===== src/hw/rtl/clmv_pkg.sv =====
// ----------------------------------------------------------------------------
// clmv_pkg: shared types and constants of the cluster label majority vote
// Label and count widths, the sequencer states and the slot cell controls.
// ----------------------------------------------------------------------------
package clmv_pkg;

  localparam int unsigned LabelW  = 32;
  localparam int unsigned CountW  = 7;
  localparam int unsigned FracW   = 9;
  localparam int unsigned ClustW  = 6;
  // Number of label fields that an input request carries.
  localparam int unsigned LabelFields = 3;
  localparam int unsigned LIdxW   = 2;

  localparam logic [LabelW-1:0] LabelNone = '1;
  localparam logic [CountW-1:0] CountMax  = '1;
  localparam logic [FracW-1:0]  FracReset = 9'd128;

  typedef enum logic [1:0] {
    ST_IDLE,
    ST_LABEL,
    ST_SCAN,
    ST_EMIT
  } clmv_state_e;

  // Controls broadcast to every slot cell.
  typedef struct packed {
    logic              tally;
    logic              shift;
    logic              hit;
    logic [LabelW-1:0] label;
  } clmv_ctrl_t;

endpackage


===== src/hw/rtl/clmv_cell.sv =====
// ----------------------------------------------------------------------------
// clmv_cell: one label slot of the vote table
// Holds a label and its count, matches a broadcast label, takes a new label
// when it is the first free slot, and shifts toward slot zero during the scan.
// ----------------------------------------------------------------------------
module clmv_cell #(
  parameter bit IS_LAST = 1'b0
) (
  input  logic                           clk_i,
  input  logic                           rst_ni,
  input  clmv_pkg::clmv_ctrl_t           ctrl_i,
  input  logic                           prev_used_i,
  input  logic [clmv_pkg::LabelW-1:0]    next_label_i,
  input  logic [clmv_pkg::CountW-1:0]    next_count_i,
  output logic [clmv_pkg::LabelW-1:0]    label_o,
  output logic [clmv_pkg::CountW-1:0]    count_o,
  output logic                           used_o,
  output logic                           match_o
);
  import clmv_pkg::*;

  logic [LabelW-1:0] label_q, label_d;
  logic [CountW-1:0] count_q, count_d;
  logic              target;
  logic [CountW-1:0] bumped;

  // A slot in use always has a nonzero count.
  assign used_o  = (count_q != '0);
  // The final slot is only ever overwritten, never matched.
  assign match_o = !IS_LAST && used_o && (label_q == ctrl_i.label);
  assign target  = IS_LAST ? prev_used_i : (!used_o && prev_used_i);
  assign bumped  = (count_q == CountMax) ? count_q : count_q + CountW'(1);

  always_comb begin
    label_d = label_q;
    count_d = count_q;
    if (ctrl_i.shift) begin
      label_d = next_label_i;
      count_d = next_count_i;
    end else if (ctrl_i.tally) begin
      if (match_o) begin
        count_d = bumped;
      end else if (!ctrl_i.hit && target) begin
        label_d = ctrl_i.label;
        count_d = bumped;
      end
    end
  end

  always_ff @(posedge clk_i or negedge rst_ni) begin
    if (!rst_ni) begin
      label_q <= LabelNone;
      count_q <= '0;
    end else begin
      label_q <= label_d;
      count_q <= count_d;
    end
  end

  assign label_o = label_q;
  assign count_o = count_q;

endmodule


===== src/hw/rtl/cluster_label_majority_vote.sv =====
// Flow: a final cluster steps through its label fields in ST_LABEL, then ST_SCAN
// shifts every slot past slot zero and ST_EMIT loads the output register, waiting
// while the output is stalled; a last cluster past MAX_CLUSTERS skips ST_LABEL.
// A new cluster is accepted only in ST_IDLE, once the previous one is tallied; a
// full table ends a cluster early, and one past MAX_CLUSTERS without last is not tallied.
// Reset clears the slot table, the counters and the output valid at once.
// ----------------------------------------------------------------------------
// cluster_label_majority_vote: track label vote over the clusters of a run
// Tallies cluster labels in a chain of slot cells and, on the last cluster,
// reports the first slot whose count reaches the fractional threshold.
// ----------------------------------------------------------------------------
module cluster_label_majority_vote #(
  parameter int unsigned MAX_CLUSTERS       = 32,
  parameter int unsigned SLOTS              = 10,
  parameter int unsigned LABELS_PER_CLUSTER = 3
) (
  input  logic                           clk_i,
  input  logic                           rst_ni,
  input  logic                           cfg_we_i,
  input  logic [clmv_pkg::FracW-1:0]     cfg_wdata_i,   // frac_q8
  input  logic                           s_tvalid_i,
  output logic                           s_tready_o,
  input  logic [3*clmv_pkg::LabelW-1:0]  s_tdata_i,     // label_a, label_b, label_c
  input  logic                           s_tlast_i,
  output logic                           m_tvalid_o,
  input  logic                           m_tready_i,
  output logic [clmv_pkg::LabelW-1:0]    m_tdata_o,     // track_label
  output logic                           m_tuser_o      // found
);
  import clmv_pkg::*;

  localparam int unsigned ScanW = $clog2(SLOTS);

  clmv_state_e       state_q, state_d;
  logic [FracW-1:0]  frac_q;
  logic [ClustW-1:0] clust_q, clust_d;
  logic [LabelW-1:0] lab_q [LabelFields];
  logic              last_q, last_d;
  logic [LIdxW-1:0]  idx_q, idx_d;
  logic [ScanW-1:0]  scan_q, scan_d;
  logic              res_hit_q, res_hit_d;
  logic [LabelW-1:0] res_label_q, res_label_d;
  logic              out_valid_q, out_valid_d;
  logic [LabelW-1:0] out_label_q, out_label_d;
  logic              out_found_q, out_found_d;

  clmv_ctrl_t        ctrl;
  logic [LabelW-1:0] cell_label [SLOTS];
  logic [CountW-1:0] cell_count [SLOTS];
  logic [SLOTS-1:0]  used_w;
  logic [SLOTS-1:0]  match_w;
  logic              accept;
  logic              counted;
  logic              full_alloc;
  logic              label_end;
  logic [FracW+ClustW-1:0] prod;
  logic [CountW-1:0] thr;
  logic [LabelW-1:0] cur_label;

  assign accept     = s_tvalid_i && s_tready_o;
  assign counted    = (clust_q < ClustW'(MAX_CLUSTERS));
  assign cur_label  = lab_q[idx_q];
  assign prod       = {{ClustW{1'b0}}, frac_q} * {{FracW{1'b0}}, clust_q};
  assign thr        = prod[8 +: CountW];
  // A label that misses every searched slot while the one before the final
  // slot is taken lands in the final slot and ends the cluster.
  assign full_alloc = !ctrl.hit && used_w[SLOTS-2];
  assign label_end  = (idx_q == LIdxW'(LABELS_PER_CLUSTER - 1)) ||
                      (ctrl.tally && full_alloc);

  always_comb begin
    ctrl.label = cur_label;
    ctrl.hit   = |match_w;
    ctrl.tally = (state_q == ST_LABEL) && (cur_label != LabelNone);
    ctrl.shift = (state_q == ST_SCAN);
  end

  for (genvar j = 0; j < SLOTS; j++) begin : g_cell
    logic              prev_used;
    logic [LabelW-1:0] nxt_label;
    logic [CountW-1:0] nxt_count;
    if (j == 0) begin : g_first
      assign prev_used = 1'b1;
    end else begin : g_rest
      assign prev_used = used_w[j-1];
    end
    if (j == SLOTS - 1) begin : g_tail
      assign nxt_label = LabelNone;
      assign nxt_count = '0;
    end else begin : g_body
      assign nxt_label = cell_label[j+1];
      assign nxt_count = cell_count[j+1];
    end
    clmv_cell #(
      .IS_LAST (j == SLOTS - 1)
    ) u_cell (
      .clk_i        (clk_i),
      .rst_ni       (rst_ni),
      .ctrl_i       (ctrl),
      .prev_used_i  (prev_used),
      .next_label_i (nxt_label),
      .next_count_i (nxt_count),
      .label_o      (cell_label[j]),
      .count_o      (cell_count[j]),
      .used_o       (used_w[j]),
      .match_o      (match_w[j])
    );
  end

  assign s_tready_o = (state_q == ST_IDLE);

  always_comb begin
    state_d     = state_q;
    clust_d     = clust_q;
    last_d      = last_q;
    idx_d       = idx_q;
    scan_d      = scan_q;
    res_hit_d   = res_hit_q;
    res_label_d = res_label_q;
    out_valid_d = out_valid_q && !m_tready_i;
    out_label_d = out_label_q;
    out_found_d = out_found_q;
    unique case (state_q)
      ST_IDLE: begin
        if (accept) begin
          last_d      = s_tlast_i;
          idx_d       = '0;
          scan_d      = '0;
          res_hit_d   = 1'b0;
          res_label_d = LabelNone;
          if (counted) begin
            clust_d = clust_q + ClustW'(1);
            state_d = ST_LABEL;
          end else if (s_tlast_i) begin
            state_d = ST_SCAN;
          end
        end
      end
      ST_LABEL: begin
        idx_d = idx_q + LIdxW'(1);
        if (label_end) begin
          state_d = last_q ? ST_SCAN : ST_IDLE;
        end
      end
      ST_SCAN: begin
        // Slot zero sees the table in slot order as the chain shifts down.
        if (!res_hit_q && (cell_count[0] >= thr)) begin
          res_hit_d   = 1'b1;
          res_label_d = cell_label[0];
        end
        scan_d = scan_q + ScanW'(1);
        if (scan_q == ScanW'(SLOTS - 1)) begin
          state_d = ST_EMIT;
        end
      end
      ST_EMIT: begin
        if (!out_valid_q || m_tready_i) begin
          out_valid_d = 1'b1;
          out_label_d = res_label_q;
          out_found_d = (res_label_q != LabelNone);
          clust_d     = '0;
          state_d     = ST_IDLE;
        end
      end
      default: state_d = ST_IDLE;
    endcase
  end

  always_ff @(posedge clk_i or negedge rst_ni) begin
    if (!rst_ni) begin
      state_q     <= ST_IDLE;
      frac_q      <= FracReset;
      clust_q     <= '0;
      last_q      <= 1'b0;
      idx_q       <= '0;
      scan_q      <= '0;
      res_hit_q   <= 1'b0;
      out_valid_q <= 1'b0;
    end else begin
      state_q     <= state_d;
      clust_q     <= clust_d;
      last_q      <= last_d;
      idx_q       <= idx_d;
      scan_q      <= scan_d;
      res_hit_q   <= res_hit_d;
      out_valid_q <= out_valid_d;
      if (cfg_we_i) begin
        frac_q <= cfg_wdata_i;
      end
    end
  end

  always_ff @(posedge clk_i) begin
    res_label_q <= res_label_d;
    out_label_q <= out_label_d;
    out_found_q <= out_found_d;
    if (accept) begin
      for (int i = 0; i < LabelFields; i++) begin
        lab_q[i] <= s_tdata_i[i*LabelW +: LabelW];
      end
    end
  end

  assign m_tvalid_o = out_valid_q;
  assign m_tdata_o  = out_label_q;
  assign m_tuser_o  = out_found_q;

`ifndef SYNTHESIS
  logic [SLOTS-2:0] used_searched;
  assign used_searched = used_w[SLOTS-2:0];

  // Searched slots fill from slot zero upward without gaps.
  a_used_packed: assert property (@(posedge clk_i) disable iff (!rst_ni)
    (used_searched & (used_searched + 1'b1)) == '0)
    else $error("slot table has a gap");

  // Searched slots hold distinct labels, so a label hits at most one.
  a_single_match: assert property (@(posedge clk_i) disable iff (!rst_ni)
    ctrl.tally |-> $onehot0(match_w))
    else $error("label matches more than one slot");

  // The scan shifts the whole table out, leaving it empty.
  a_cleared: assert property (@(posedge clk_i) disable iff (!rst_ni)
    (state_q == ST_EMIT) |-> (used_w == '0))
    else $error("slot table not empty after scan");

  a_clust_bound: assert property (@(posedge clk_i) disable iff (!rst_ni)
    clust_q <= ClustW'(MAX_CLUSTERS))
    else $error("cluster count past its limit");
`endif

endmodule

===== config.mk =====
export PLATFORM = sky130hd
export DESIGN_NAME = cluster_label_majority_vote
export DESIGN_NICKNAME = d
export VERILOG_FILES = /design/src/hw/rtl/clmv_pkg.sv /design/src/hw/rtl/clmv_cell.sv /design/src/hw/rtl/cluster_label_majority_vote.sv
export SDC_FILE = /design/constraint.sdc
export NUM_CORES = 2
export LEC_CHECK = 0
export BUFFER_PORTS_ARGS = -buffer_cell sky130_fd_sc_hd__buf_2
export CAP_MARGIN = 10
export CORE_ASPECT_RATIO = 1.4
export CORE_MARGIN = 4
export CORE_UTILIZATION = 55
export CTS_CLUSTER_DIAMETER = 120
export DETAILED_ROUTE_END_ITERATION = 7
export PLACE_DENSITY = 0.7
export RECOVER_POWER = 25
export SYNTH_ARGS = -nofsm -noshare
export SYNTH_HDL_FRONTEND = slang
export SYNTH_HIERARCHICAL = 1
export SYNTH_SLANG_ARGS = --single-unit

===== constraint.sdc =====
create_clock -name clk_i -period 15.45 [get_ports clk_i]
set_input_delay 0 -clock clk_i [delete_from_list [all_inputs] [get_ports clk_i]]
set_output_delay 0 -clock clk_i [all_outputs]
set_load 0.02 [all_outputs]

# Word level (Yosys, flattened, before mapping)
# Memory sizes are Yosys's and may differ from the RTL's.
# Cells that the tools add are included.
# classes
addsub,13
n_mul,1
order_cmp,2
eq_ne,43
mux,114
reduce_logical,108
# ops
cell,count
$mux W32,41
$mux W7,49
$eq A32 B32 Y1,9
$add A7 B1 Y7 const B,10
$eq A7 B7 Y1 const B,10
$ne A32 B32 Y1 const B,2
$pmux W32 S2,1
$reduce_bool A7 Y1,9
$reduce_and A3 Y1,11
$logic_and A1 B1 Y1,32
$reduce_and A2 Y1,14
$reduce_bool A2 Y1,14
$reduce_bool A3 Y1,9
$ne A2 B2 Y1 const B,12
$mux W6,3
$mux W2,8
$mul A9 B6 Y15,1
$logic_not A1 Y1,13
$pmux W6 S2,1
$reduce_or A9 Y1,1
$ne A2 B1 Y1 const B,4
$pmux W2 S4,1
$pmux W4 S2,1
$ge A7 B7 Y1,1
other kinds (16),24
# word_totals
regBits,481
ram_bits,96
wordCells,313
mem_count,1
# mem_list
name,words,width,rd,rd_ports_with_merged_regs,write_ports,line_no,source
lab_q,3,32,1,0,3,cluster_label_majority_vote.sv:37,logic [LabelW-1:0] lab_q [LabelFields];

# Depth between registers and ports, before layout
# An unclocked memory read counts as a cell.
# logic_depth
depth_word,10
mapped_depth,20

# Cells and area by module
# Netlist, hierarchy kept.
# by_module_without_submodules
module,n_inst,cells_each,area_per_inst_um2
clmv_cell (g_cell[0].u_cell ...),9,242,2362.3
cluster_label_majority_vote,1,620,8643.3
clmv_cell (g_cell[9].u_cell),1,190,1963.1

# Least setup slack after synthesis
# No wires, ideal clock.
# synth_path
kind,register to register
startpoint,reg clust_q[0]
endpoint,"reg res_label_q[0], enable pin"
setup_ps,425
t_arrival_ps,5640
required_time_ps,15025
slack_ps,9384
stages_incl_launch_ff,20
n_path_buf,1
synth_period_minus_slack_ps,6066
path_cell_list,dfrtp_1 clkbuf_1 and2_1 fa_1 inv_1 fa_1 inv_1 fa_1 ha_1 nor4_1 o21ai_1 nand3_1 nand3b_1 o31a_1 a21oi_1 xor2_1 ha_1 nor2_1 or3_1 o21ai_1
# synth_via
elab_chain_len,5
# synth_lines
item,line_no,source
"start, declared",cluster_label_majority_vote.sv:36,"logic [ClustW-1:0] clust_q, clust_d;"
"start signal, assigned",cluster_label_majority_vote.sv:181,clust_q <= clust_d;
$mul A9 B6 Y15,cluster_label_majority_vote.sv:63,"assign prod = {{ClustW{1'b0}}, frac_q} * {{FracW{1'b0}}, clust_q};"
$ge A7 B7 Y1,cluster_label_majority_vote.sv:147,if (!res_hit_q && (cell_count[0] >= thr)) begin
$logic_and A1 B1 Y1,cluster_label_majority_vote.sv:147,
$ne A2 B1 Y1 (no source line),--,
$reduce_and A3 Y1 (no source line),--,
"end signal, assigned",cluster_label_majority_vote.sv:194,res_label_q <= res_label_d;
"end, declared",cluster_label_majority_vote.sv:42,"logic [LabelW-1:0] res_label_q, res_label_d;"
# No other way between the ends.
# A chain may end at the register's enable or synchronous reset.

==> flow_metrics.tcl <==
set metrics [dict create \
    grt_remaining_overflow 0 \
    post_drt_wl_per_cell_um 19.59 \
    rows 104 \
    die_x_um 211.4 \
    cts_buffer_depth 3 \
    cts.repair.resized 0 \
    finalHoldViolCount 0 \
    period_share 0.4803 \
    syn_area_um2 31850 \
    fmax_mhz 134.8 \
    p_per_area_nw_per_um2 196.1 \
    die_h_um 292.7 \
    nNetsFinal 3429 \
    cts.sinks 577 \
    ctsHoldBuffers 118 \
    stdcell_count 4028 \
    drt_iter0_drc 1443 \
    status "finished with violations" \
    grt_pass1_wl_mm 127.5 \
    finalCriticalPeriod_ns 7.421 \
    fp.coreArea_um2 57390 \
    hold_path.class "primary input to flop" \
    crit_end "g_cell[8].u_cell/count_o[1]$_DFFE_PN0P_" \
    crit_start "rst_ni" \
    syn_inst 2986 \
    r2r_slack_ns 9.62 \
    dieArea_um2 61880 \
    rr_worst_depth 14 \
    grt_usage 0.2527 \
    worstReg2RegEnd "g_cell[8].u_cell/label_o[6]$_DFFE_PN1P_" \
    report.final.slew_viol_count 162 \
    htree_levels 2 \
    root_buffer "clkbuf_16" \
    numCtsBuffers 56 \
    area_growth_pct 14.40 \
    synth_area_per_cell_um2 10.67 \
    crit_type "primary input to asynchronous set/reset pin" \
    final_area_um2 36440 \
    failed_checks "capacitance limit, slew limit" \
    cp.required_ns 16.07 \
    ios 146 \
    post_cts_buffers 0 \
    startpoint_type "primary input" \
    cts.clk_slew.worst_paths_ns 0.07 \
    vias_per_cell 5.689 \
    max_cap_viol_count 2 \
    place.gp.congestion 0.8331 \
    p_leak_nw 16.01 \
    r2r-start "idx_q[0]$_DFFE_PN0P_" \
    slew_headroom -3.400 \
    dp_cells 3805 \
    ys.warnings.count 6 \
    endpoint_kind "asynchronous set/reset pin" \
    tightest_slew_ns 6.600 \
    ir_drop_uv 129.4 \
    cp.arrival_ns 8.04 \
    drc_errors 0 \
    placedInstanceArea_um2 33370 \
    wirelength_mm 78.92 \
    layout-drive-gt1-share 0.2040 \
    vias 22916 \
    clock_skew_ns 0.05178 \
    cts_tree "done" \
    antenna_found_initial 1 \
    grt_max_degree 212 \
    grt_pass1_vias 23838 \
    drt_first_pass_iters 6 \
    rsz0062_at_grt "false" \
    ant_nets 0 \
    port_buffers 145 \
    postLayoutCoreUtil 0.6350 \
    tns_ns 0 \
    hpwl_mm 53.01 \
    clk_latency_ns 0.64 \
    finalSetupViolCount 0 \
    start_util 0.5551 \
    worstPathMaxFanout 114 \
]
critical path: stages:
cell	delay, ns
dlygate4sd3_1	0.53
clkbuf_1	4.46
buf_4	1.27
buf_4	0.76
buf_4	0.79
final cells by class:
| class | count | area [um2] |
|---|---|---|
| sequential | 577 | 15650 |
| fill | 4480 | 20950 |
| timing repair buffer | 309 | 2171 |
| tap | 742 | 928.4 |
| clock inverter | 26 | 345.3 |
| multi-input combinational | 2210 | 15390 |
| clock buffer | 78 | 1628 |
| antenna | 1 | 2.502 |
| inverter | 85 | 327.8 |
cells in the final DEF (no fill, tap or decap), drive strengths merged, types with 47 or more instances in the layout:
master,count
dlygate4sd3,118
mux2i,353
buf,129
nand3,66
edfxtp,161
ha,51
o21ai,377
nor4,77
nor2,102
xor2,277
inv,85
nand2,429
dfstp,321
a31oi,47
clkbuf,140
dfrtp,95
metal layers:
| metal | vias up | GRT usage | wire length [um] |
|---|---|---|---|
| met5 | - | 0 | 0 |
| met4 | 0 | 0.1102 | 3795 |
| met3 | 162 | 0.02946 | 2772 |
| met2 | 496 | 0.4720 | 42390 |
| met1 | 11230 | 0.2889 | 29960 |
| li1 | 11028 | - | - |
metrics by stage:
step	hold WS [ns]	worst slack (ns)	power (mW)
after floorplan	-0.2956	9.384	4.811
after global placement	0.1782	9.939	5.550
after detailed placement	0.1781	9.807	5.678
after CTS	0.02809	9.734	7.181
after global routing	0.06179	6.638	7.625
final	0.07906	8.029	7.144
report_power, final:
group          internal, mW  switching (mW)  total (mW)
Clock                 0.840           0.608        1.45
Sequential             2.43           0.522        2.95
Combinational          1.00            1.75        2.75
registers in the layout, summed over array words and instances (netlist names):
register               cells
g_cell.u_cell/label_o    320
lab_q                     96
g_cell.u_cell/count_o     70
m_tdata_o                 32
res_label_q               32
frac_q                     9
clust_q                    6
scan_q                     4
idx_q                      2
state_q                    2
last_q                     1
m_tuser_o                  1
m_tvalid_o                 1
res_hit_q                  1
how the worst min path moves through the flow:
stage               cells after the start                endpoint  slack, ns     startpoint
CTS                                     2   lab_q[0][6]$_DFFE_PP_       0.03   s_tdata_i[6]
global placement                        1  lab_q[2][28]$_DFFE_PP_       0.18  s_tdata_i[92]
floorplan                               0  clust_q[0]$_DFFE_PN0P_      -0.30         rst_ni
global route                            2   lab_q[2][7]$_DFFE_PP_       0.06  s_tdata_i[71]
detailed placement                      1   lab_q[2][8]$_DFFE_PP_       0.18  s_tdata_i[72]
finish                                  2   lab_q[0][8]$_DFFE_PP_       0.08   s_tdata_i[8]
Note: power is estimated with default switching activity, not from simulation.
